==> config.mk <==
export PLATFORM = sky130hd
export DESIGN_NAME = voq_div
export DESIGN_NICKNAME = d
export VERILOG_FILES = /design/src/rtl/core/voq_pkg.sv /design/src/rtl/core/voq_div.sv
export SDC_FILE = /design/constraint.sdc
export NUM_CORES = 1
export LEC_CHECK = 0
export BUFFER_PORTS_ARGS = -buffer_cell sky130_fd_sc_hd__buf_2
export CORE_UTILIZATION = 46
export DETAILED_ROUTE_END_ITERATION = 10
export GPL_ROUTABILITY_DRIVEN = 0
export SYNTH_ARGS = -nofsm -noshare
export SYNTH_HDL_FRONTEND = slang
export SYNTH_SLANG_ARGS = --single-unit
export TNS_END_PERCENT = 10
==> constraint.sdc <==
create_clock -name clk_i -period 6.8 [get_ports clk_i]
set_input_delay 0.34 -clock clk_i [delete_from_list [all_inputs] [get_ports clk_i]]
set_output_delay 0.34 -clock clk_i [all_outputs]
set_load 0.02 [all_outputs]
==> src/rtl/core/voq_pkg.sv <==
`timescale 1ns / 1ps
// ----------------------------------------------------------------------------
// voq_pkg: shared types and constants of the vertex quantizer
// Beat layouts, register indexes, pipeline geometry and divider widths.
// ----------------------------------------------------------------------------
package voq_pkg;

  // Five linear lanes: pos x/y/z, tex u/v
  localparam int unsigned NumLin   = 5;
  // Two direction lanes: normal, tangent
  localparam int unsigned NumDir   = 2;

  // Divider geometry: two quotient bits per stage
  localparam int unsigned QuoW     = 16;
  localparam int unsigned DivSteps = QuoW / 2;
  localparam int unsigned NumW     = 34;
  localparam int unsigned DenW     = 18;
  localparam int unsigned L1W      = 17;

  // Pipeline: three prep stages, then the divider stages
  localparam int unsigned NumStg   = DivSteps + 3;

  localparam logic [15:0] QMax        = 16'hFFFF;
  localparam logic [31:0] PosScaleRst = 32'd32768;
  localparam logic [63:0] TexScaleRst = 64'h0000_8000_0000_8000;

  // Replacement directions for an all-zero vector, Q2.14
  localparam logic signed [15:0] DirOne    = 16'sd16384;
  localparam logic signed [15:0] DirNegOne = -16'sd16384;

  typedef enum logic [2:0] {
    REG_POS_CENTER_X = 3'd0,
    REG_POS_CENTER_Y = 3'd1,
    REG_POS_CENTER_Z = 3'd2,
    REG_POS_SCALE_X  = 3'd3,
    REG_POS_SCALE_Y  = 3'd4,
    REG_POS_SCALE_Z  = 3'd5,
    REG_TEX_CENTER   = 3'd6,
    REG_TEX_SCALE    = 3'd7
  } cfg_reg_e;

  typedef struct packed {
    logic signed [31:0] pos_x;
    logic signed [31:0] pos_y;
    logic signed [31:0] pos_z;
    logic signed [31:0] tex_u;
    logic signed [31:0] tex_v;
    logic signed [15:0] normal_x;
    logic signed [15:0] normal_y;
    logic signed [15:0] normal_z;
    logic signed [15:0] tangent_x;
    logic signed [15:0] tangent_y;
    logic signed [15:0] tangent_z;
    logic               tangent_w_positive;
  } vtx_in_t;

  typedef struct packed {
    logic [15:0] qpos_x;
    logic [15:0] qpos_y;
    logic [15:0] qpos_z;
    logic [15:0] qtex_u;
    logic [15:0] qtex_v;
    logic [15:0] qnormal_a;
    logic [15:0] qnormal_b;
    logic [15:0] qtangent_a;
    logic [15:0] qtangent_b;
    logic        tangent_sign;
  } vtx_out_t;

endpackage

==> src/rtl/core/voq_div.sv <==
`timescale 1ns / 1ps
// ----------------------------------------------------------------------------
// voq_div: pipelined restoring divider
// Resolves two quotient bits per stage; numerator must be below den * 2^16.
// ----------------------------------------------------------------------------
module voq_div
  import voq_pkg::*;
(
  input  logic                clk_i,
  input  logic [DivSteps-1:0] en_i,
  input  logic [NumW-1:0]     num_i,
  input  logic [DenW-1:0]     den_i,
  output logic [QuoW-1:0]     quo_o
);

  logic [NumW-1:0] rem_q [DivSteps];
  logic [DenW-1:0] den_q [DivSteps];
  logic [QuoW-1:0] quo_q [DivSteps];

  for (genvar j = 0; j < DivSteps; j++) begin : g_step
    localparam int unsigned ShHi = QuoW - 1 - 2 * j;
    localparam int unsigned ShLo = ShHi - 1;

    logic [NumW-1:0] rem_in, rem_mid, rem_d, t_hi, t_lo;
    logic [DenW-1:0] den_in;
    logic [QuoW-1:0] quo_in, quo_d;

    if (j == 0) begin : g_first
      assign rem_in = num_i;
      assign den_in = den_i;
      assign quo_in = '0;
    end else begin : g_next
      assign rem_in = rem_q[j-1];
      assign den_in = den_q[j-1];
      assign quo_in = quo_q[j-1];
    end

    assign t_hi = NumW'(den_in) << ShHi;
    assign t_lo = NumW'(den_in) << ShLo;

    // Try subtracting the shifted divisor twice
    always_comb begin
      quo_d   = quo_in;
      rem_mid = rem_in;
      if (rem_in >= t_hi) begin
        rem_mid     = rem_in - t_hi;
        quo_d[ShHi] = 1'b1;
      end
      rem_d = rem_mid;
      if (rem_mid >= t_lo) begin
        rem_d       = rem_mid - t_lo;
        quo_d[ShLo] = 1'b1;
      end
    end

    // Advance when the stage is allowed to move
    always_ff @(posedge clk_i) begin
      if (en_i[j]) begin
        rem_q[j] <= rem_d;
        den_q[j] <= den_in;
        quo_q[j] <= quo_d;
      end
    end
  end

  assign quo_o = quo_q[DivSteps-1];

endmodule

==> results.json <==
{
  "cts.sinks": 436,
  "required_ns": 7.15,
  "finalWorstSetupSlack_ns": 0.443,
  "critical_path.max_fanout": 33,
  "rrSetupSlack_ns": 0.44,
  "first_pass_iters": 5,
  "tightest_slew_ns": 0.927,
  "drive_gt1_share_pct": 10.2,
  "dr.first_iter.drc_count": 1758,
  "htree_levels": 2,
  "ys_ff_latch": 436,
  "synth_edf_count": 436,
  "drt_wl_total_mm": 86.4,
  "status": "completed",
  "final-setup-viol-count": 0,
  "post-route-drc-count": 0,
  "vias": 26400,
  "n_antenna_cell": 0,
  "worst_path_max_delay_cell": "a211oi_4",
  "reg2reg_depth": 20,
  "critPathMaxStageDelay_ns": 0.62,
  "core_area_um2": 70400,
  "drt-vias-per-instance": 5.84,
  "tritoncts": "yes",
  "synth_nets": 3750,
  "synthTopCellsByArea": "edfxtp_1, ha_1, xnor2_1",
  "endpoint_kind": "flop",
  "first_global_vias": 26500,
  "ir_drop_uv": 309,
  "clock_tree.root_cell": "clkbuf_16",
  "syn_area_um2": 32800,
  "synthCells": 3386,
  "synth_ff_type": "edfxtp_1",
  "start_util_pct": 46.7,
  "globalRoute.totalOverflow": 0,
  "grt_pass1_wl_mm": 138,
  "hpwlAfterDp_mm": 69.3,
  "leakage_nw": 14.7,
  "fp.dieW_um": 269,
  "post-route-min-period_ns": 6.36,
  "pre_cts_ws_ns": 0.205,
  "ioPinCount": 77,
  "final_nets": 3907,
  "antenna_found_initial": 0,
  "numPortBuffers": 76,
  "regToRegEndpoint": "rem_q[4][17]$_DFFE_PP_",
  "dieArea_um2": 72500,
  "finalHoldViolCount": 0,
  "path_cells": "inv_1, ha_1, nor2b_1, o21ai_0, a21o_1, a22oi_1, a211oi_4, mux2_2, ha_1, a21o_1, a21oi_1, o21bai_1, a21oi_1, o211a_1, nor3_1, o41a_1, nand3b_1, nor4_1, inv_2, mux2_2",
  "finalMaxSlewViolations": 0,
  "ant_nets": 0,
  "min-delay-path-class": "in2reg",
  "finalPower_mw": 19.5,
  "die_y_um": 269,
  "rows": 97,
  "fmax_ghz": 0.157,
  "arrival_ns": 6.71,
  "insertion_delay_ns": 0.61,
  "r2r_start": "den_q[3][1]$_DFFE_PP_",
  "wl_per_cell_um": 19.1,
  "start_kind": "flop",
  "synth.largest_area_cell": "edfxtp_1",
  "yosysSeqAreaShare_pct": 39.9,
  "clk_pin_slew_worst_paths_ns": 0.06,
  "grt_util_all_layers_pct": 23.5,
  "synth.top_cell.area_share_pct": 39.9,
  "max_cap_violations": 0,
  "cp_top_family": "compound AO/OA/AOI/OAI gates",
  "synth_cell_types": 88,
  "clk_path_buf_depth": 3,
  "grt_setup_unrepaired": "no",
  "worstSetupPathDepth": 20,
  "clock-skew-final_ns": 0.0383,
  "async_flop_share_pct": 0,
  "syn_area_per_cell_um2": 9.70,
  "cts_buffers": 51,
  "critPathKind": "reg2reg",
  "crit_path_start": "den_q[3][1]$_DFFE_PP_",
  "path_buf_inv": 2,
  "timing.critical_path.to": "rem_q[4][17]$_DFFE_PP_",
  "ys_warn_count": 0,
  "syn_to_final_growth_pct": 11.6,
  "finalSetupTns_ns": 0,
  "relSlewSlack_pct": 36.6,
  "post-route-period-util_pct": 93.5,
  "p_per_area_nw_per_um2": 532,
  "grt_max_degree": 67
}
-- synthesized netlist by cell type (8+ instances only) --
master,n
nor4b_1,8
nand3b_1,8
nand3_1,81
xnor2_1,192
and3_1,29
mux2i_1,18
a21boi_0,16
a2111oi_0,12
nor2b_1,41
xor2_1,82
nand4_1,47
ha_1,288
o31ai_1,28
mux2_2,99
a21oi_1,288
nand2b_1,46
o21a_1,40
or4_1,20
clkbuf_1,43
o211ai_1,16
nand2_1,274
o21ai_0,192
inv_1,260
and2_1,23
or3_1,27
a31oi_1,20
or2_2,21
a21o_1,114
edfxtp_1,436
o21bai_1,37
o2111ai_1,12
nor4_1,39
a211oi_1,43
a211o_1,15
nor2_1,244
and4_1,14
buf_2,14
fa_1,15
nor3_1,59
-- power by group --
group          leakage, nW  total, mW  internal (mW)  switching (mW)
logic                 9.69       12.0           5.31            6.73
clock network        0.821       2.78           1.67            1.12
registers             4.19       4.69           4.15           0.538
-- through the flow --
step                      utilization [%]  area, um^2  hold WS [ns]  instances
after floorplan                         -       32800         0.400       3386
after global placement               49.1       34600         0.401       4393
after detailed placement             49.1       34600         0.405       4393
after CTS                            52.0       36600         0.154       4520
after global routing                 52.1       36600         0.164       4525
final                                52.1       36600         0.175       4525
-- worst reg2reg max path, delay by kind of cell, from the launching register on --
family	cells	cell delay (ns)
flip-flops	1	0.42
AND/OR/NAND/NOR	4	0.74
AO/OA/AOI/OAI	10	2.91
multiplexers	2	0.83
buffers and inverters	2	0.55
adder cells (fa/ha/maj)	2	0.66
-- layout by cell type, fill, tap and decap left out, types with 14 or more instances in the layout --
cell type | netlist | layout
a211o_1 | 15 | 15
a211oi_1 | 43 | 42
a21boi_0 | 16 | 15
a21o_1 | 114 | 114
a21oi_1 | 288 | 288
a31oi_1 | 20 | 20
and2_1 | 23 | 22
and3_1 | 29 | 29
and4_1 | 14 | 14
buf_2 | 14 | 76
buf_4 | 1 | 61
clkbuf_16 | 0 | 52
clkinv_1 | 0 | 14
dlygate4sd3_1 | 0 | 32
edfxtp_1 | 436 | 436
fa_1 | 15 | 15
ha_1 | 288 | 288
inv_1 | 260 | 260
mux2_2 | 99 | 99
mux2i_1 | 18 | 18
nand2_1 | 274 | 274
nand2b_1 | 46 | 46
nand3_1 | 81 | 81
nand4_1 | 47 | 47
nor2_1 | 244 | 244
nor2b_1 | 41 | 41
nor3_1 | 59 | 58
nor4_1 | 39 | 39
o211ai_1 | 16 | 16
o21a_1 | 40 | 40
o21ai_0 | 192 | 192
o21bai_1 | 37 | 37
o31ai_1 | 28 | 27
or2_2 | 21 | 21
or3_1 | 27 | 27
or4_1 | 20 | 20
xnor2_1 | 192 | 192
xor2_1 | 82 | 82
-- worst min path at each step --
| stage | startpoint | end | slack, ns | depth (start not counted) |
|---|---|---|---|---|
| 2_1_floorplan | quo_q[0][14]$_DFFE_PP_ | quo_q[0][30]$_DFFE_PP_ | 0.40 | 0 |
| 3_3_place_gp | quo_q[1][31]$_DFFE_PP_ | quo_q[1][47]$_DFFE_PP_ | 0.40 | 0 |
| 3_5_place_dp | quo_q[0][15]$_DFFE_PP_ | quo_q[0][31]$_DFFE_PP_ | 0.40 | 0 |
| 4_1_cts | num_i[14] | rem_q[0][14]$_DFFE_PP_ | 0.15 | 3 |
| 5_1_grt | num_i[14] | rem_q[0][14]$_DFFE_PP_ | 0.16 | 3 |
| 6_report | num_i[14] | rem_q[0][14]$_DFFE_PP_ | 0.17 | 3 |
-- layer usage --
layer,part of all wire (%),routed length [um],global-route usage [%],vias to the layer above
li1,-,-,-,12900
met1,39,33900,26.0,12600
met2,53,45400,44.7,769
met3,3.7,3190,2.67,217
met4,4.4,3810,10.3,0
met5,0,0,0,-
-- cell type report --
| class | count | area [um^2] |
|---|---|---|
| clock buffer | 62 | 1340 |
| clock inverter | 33 | 364 |
| fill | 6367 | 33700 |
| inverter | 265 | 997 |
| multi-input combinational | 2619 | 18500 |
| sequential | 436 | 13100 |
| tap | 940 | 1180 |
| timing repair buffer | 170 | 1180 |
-- logic make-up (layout without fill, tap and decap cells) --
logic type	Yosys count	in the layout	synth area share, %
xor+xnor	274	274	7.31
compound gates	916	916	17.8
simple gates	1008	1008	15.2
buf+inv	331	530	3.90
mux	118	118	3.99
fa+ha+maj	303	303	11.9
flops	436	436	39.9
-- timing repair --
item / in CTS / in global routing
endpoints found under the setup margin: 0 / 25
setup buffers: 0 / 5
hold endpoints to repair: 32 / 0
hold buffers: 32 / 0
gates resized for setup: 0 / 4
-- sequential cells by signal, summed over array words and instances, names as in the netlist --
| signal | flops |
|---|---|
| den_q | 126 |
| quo_q | 72 |
| rem_q | 238 |
No activity file was read; power rests on OpenSTA's default activity.
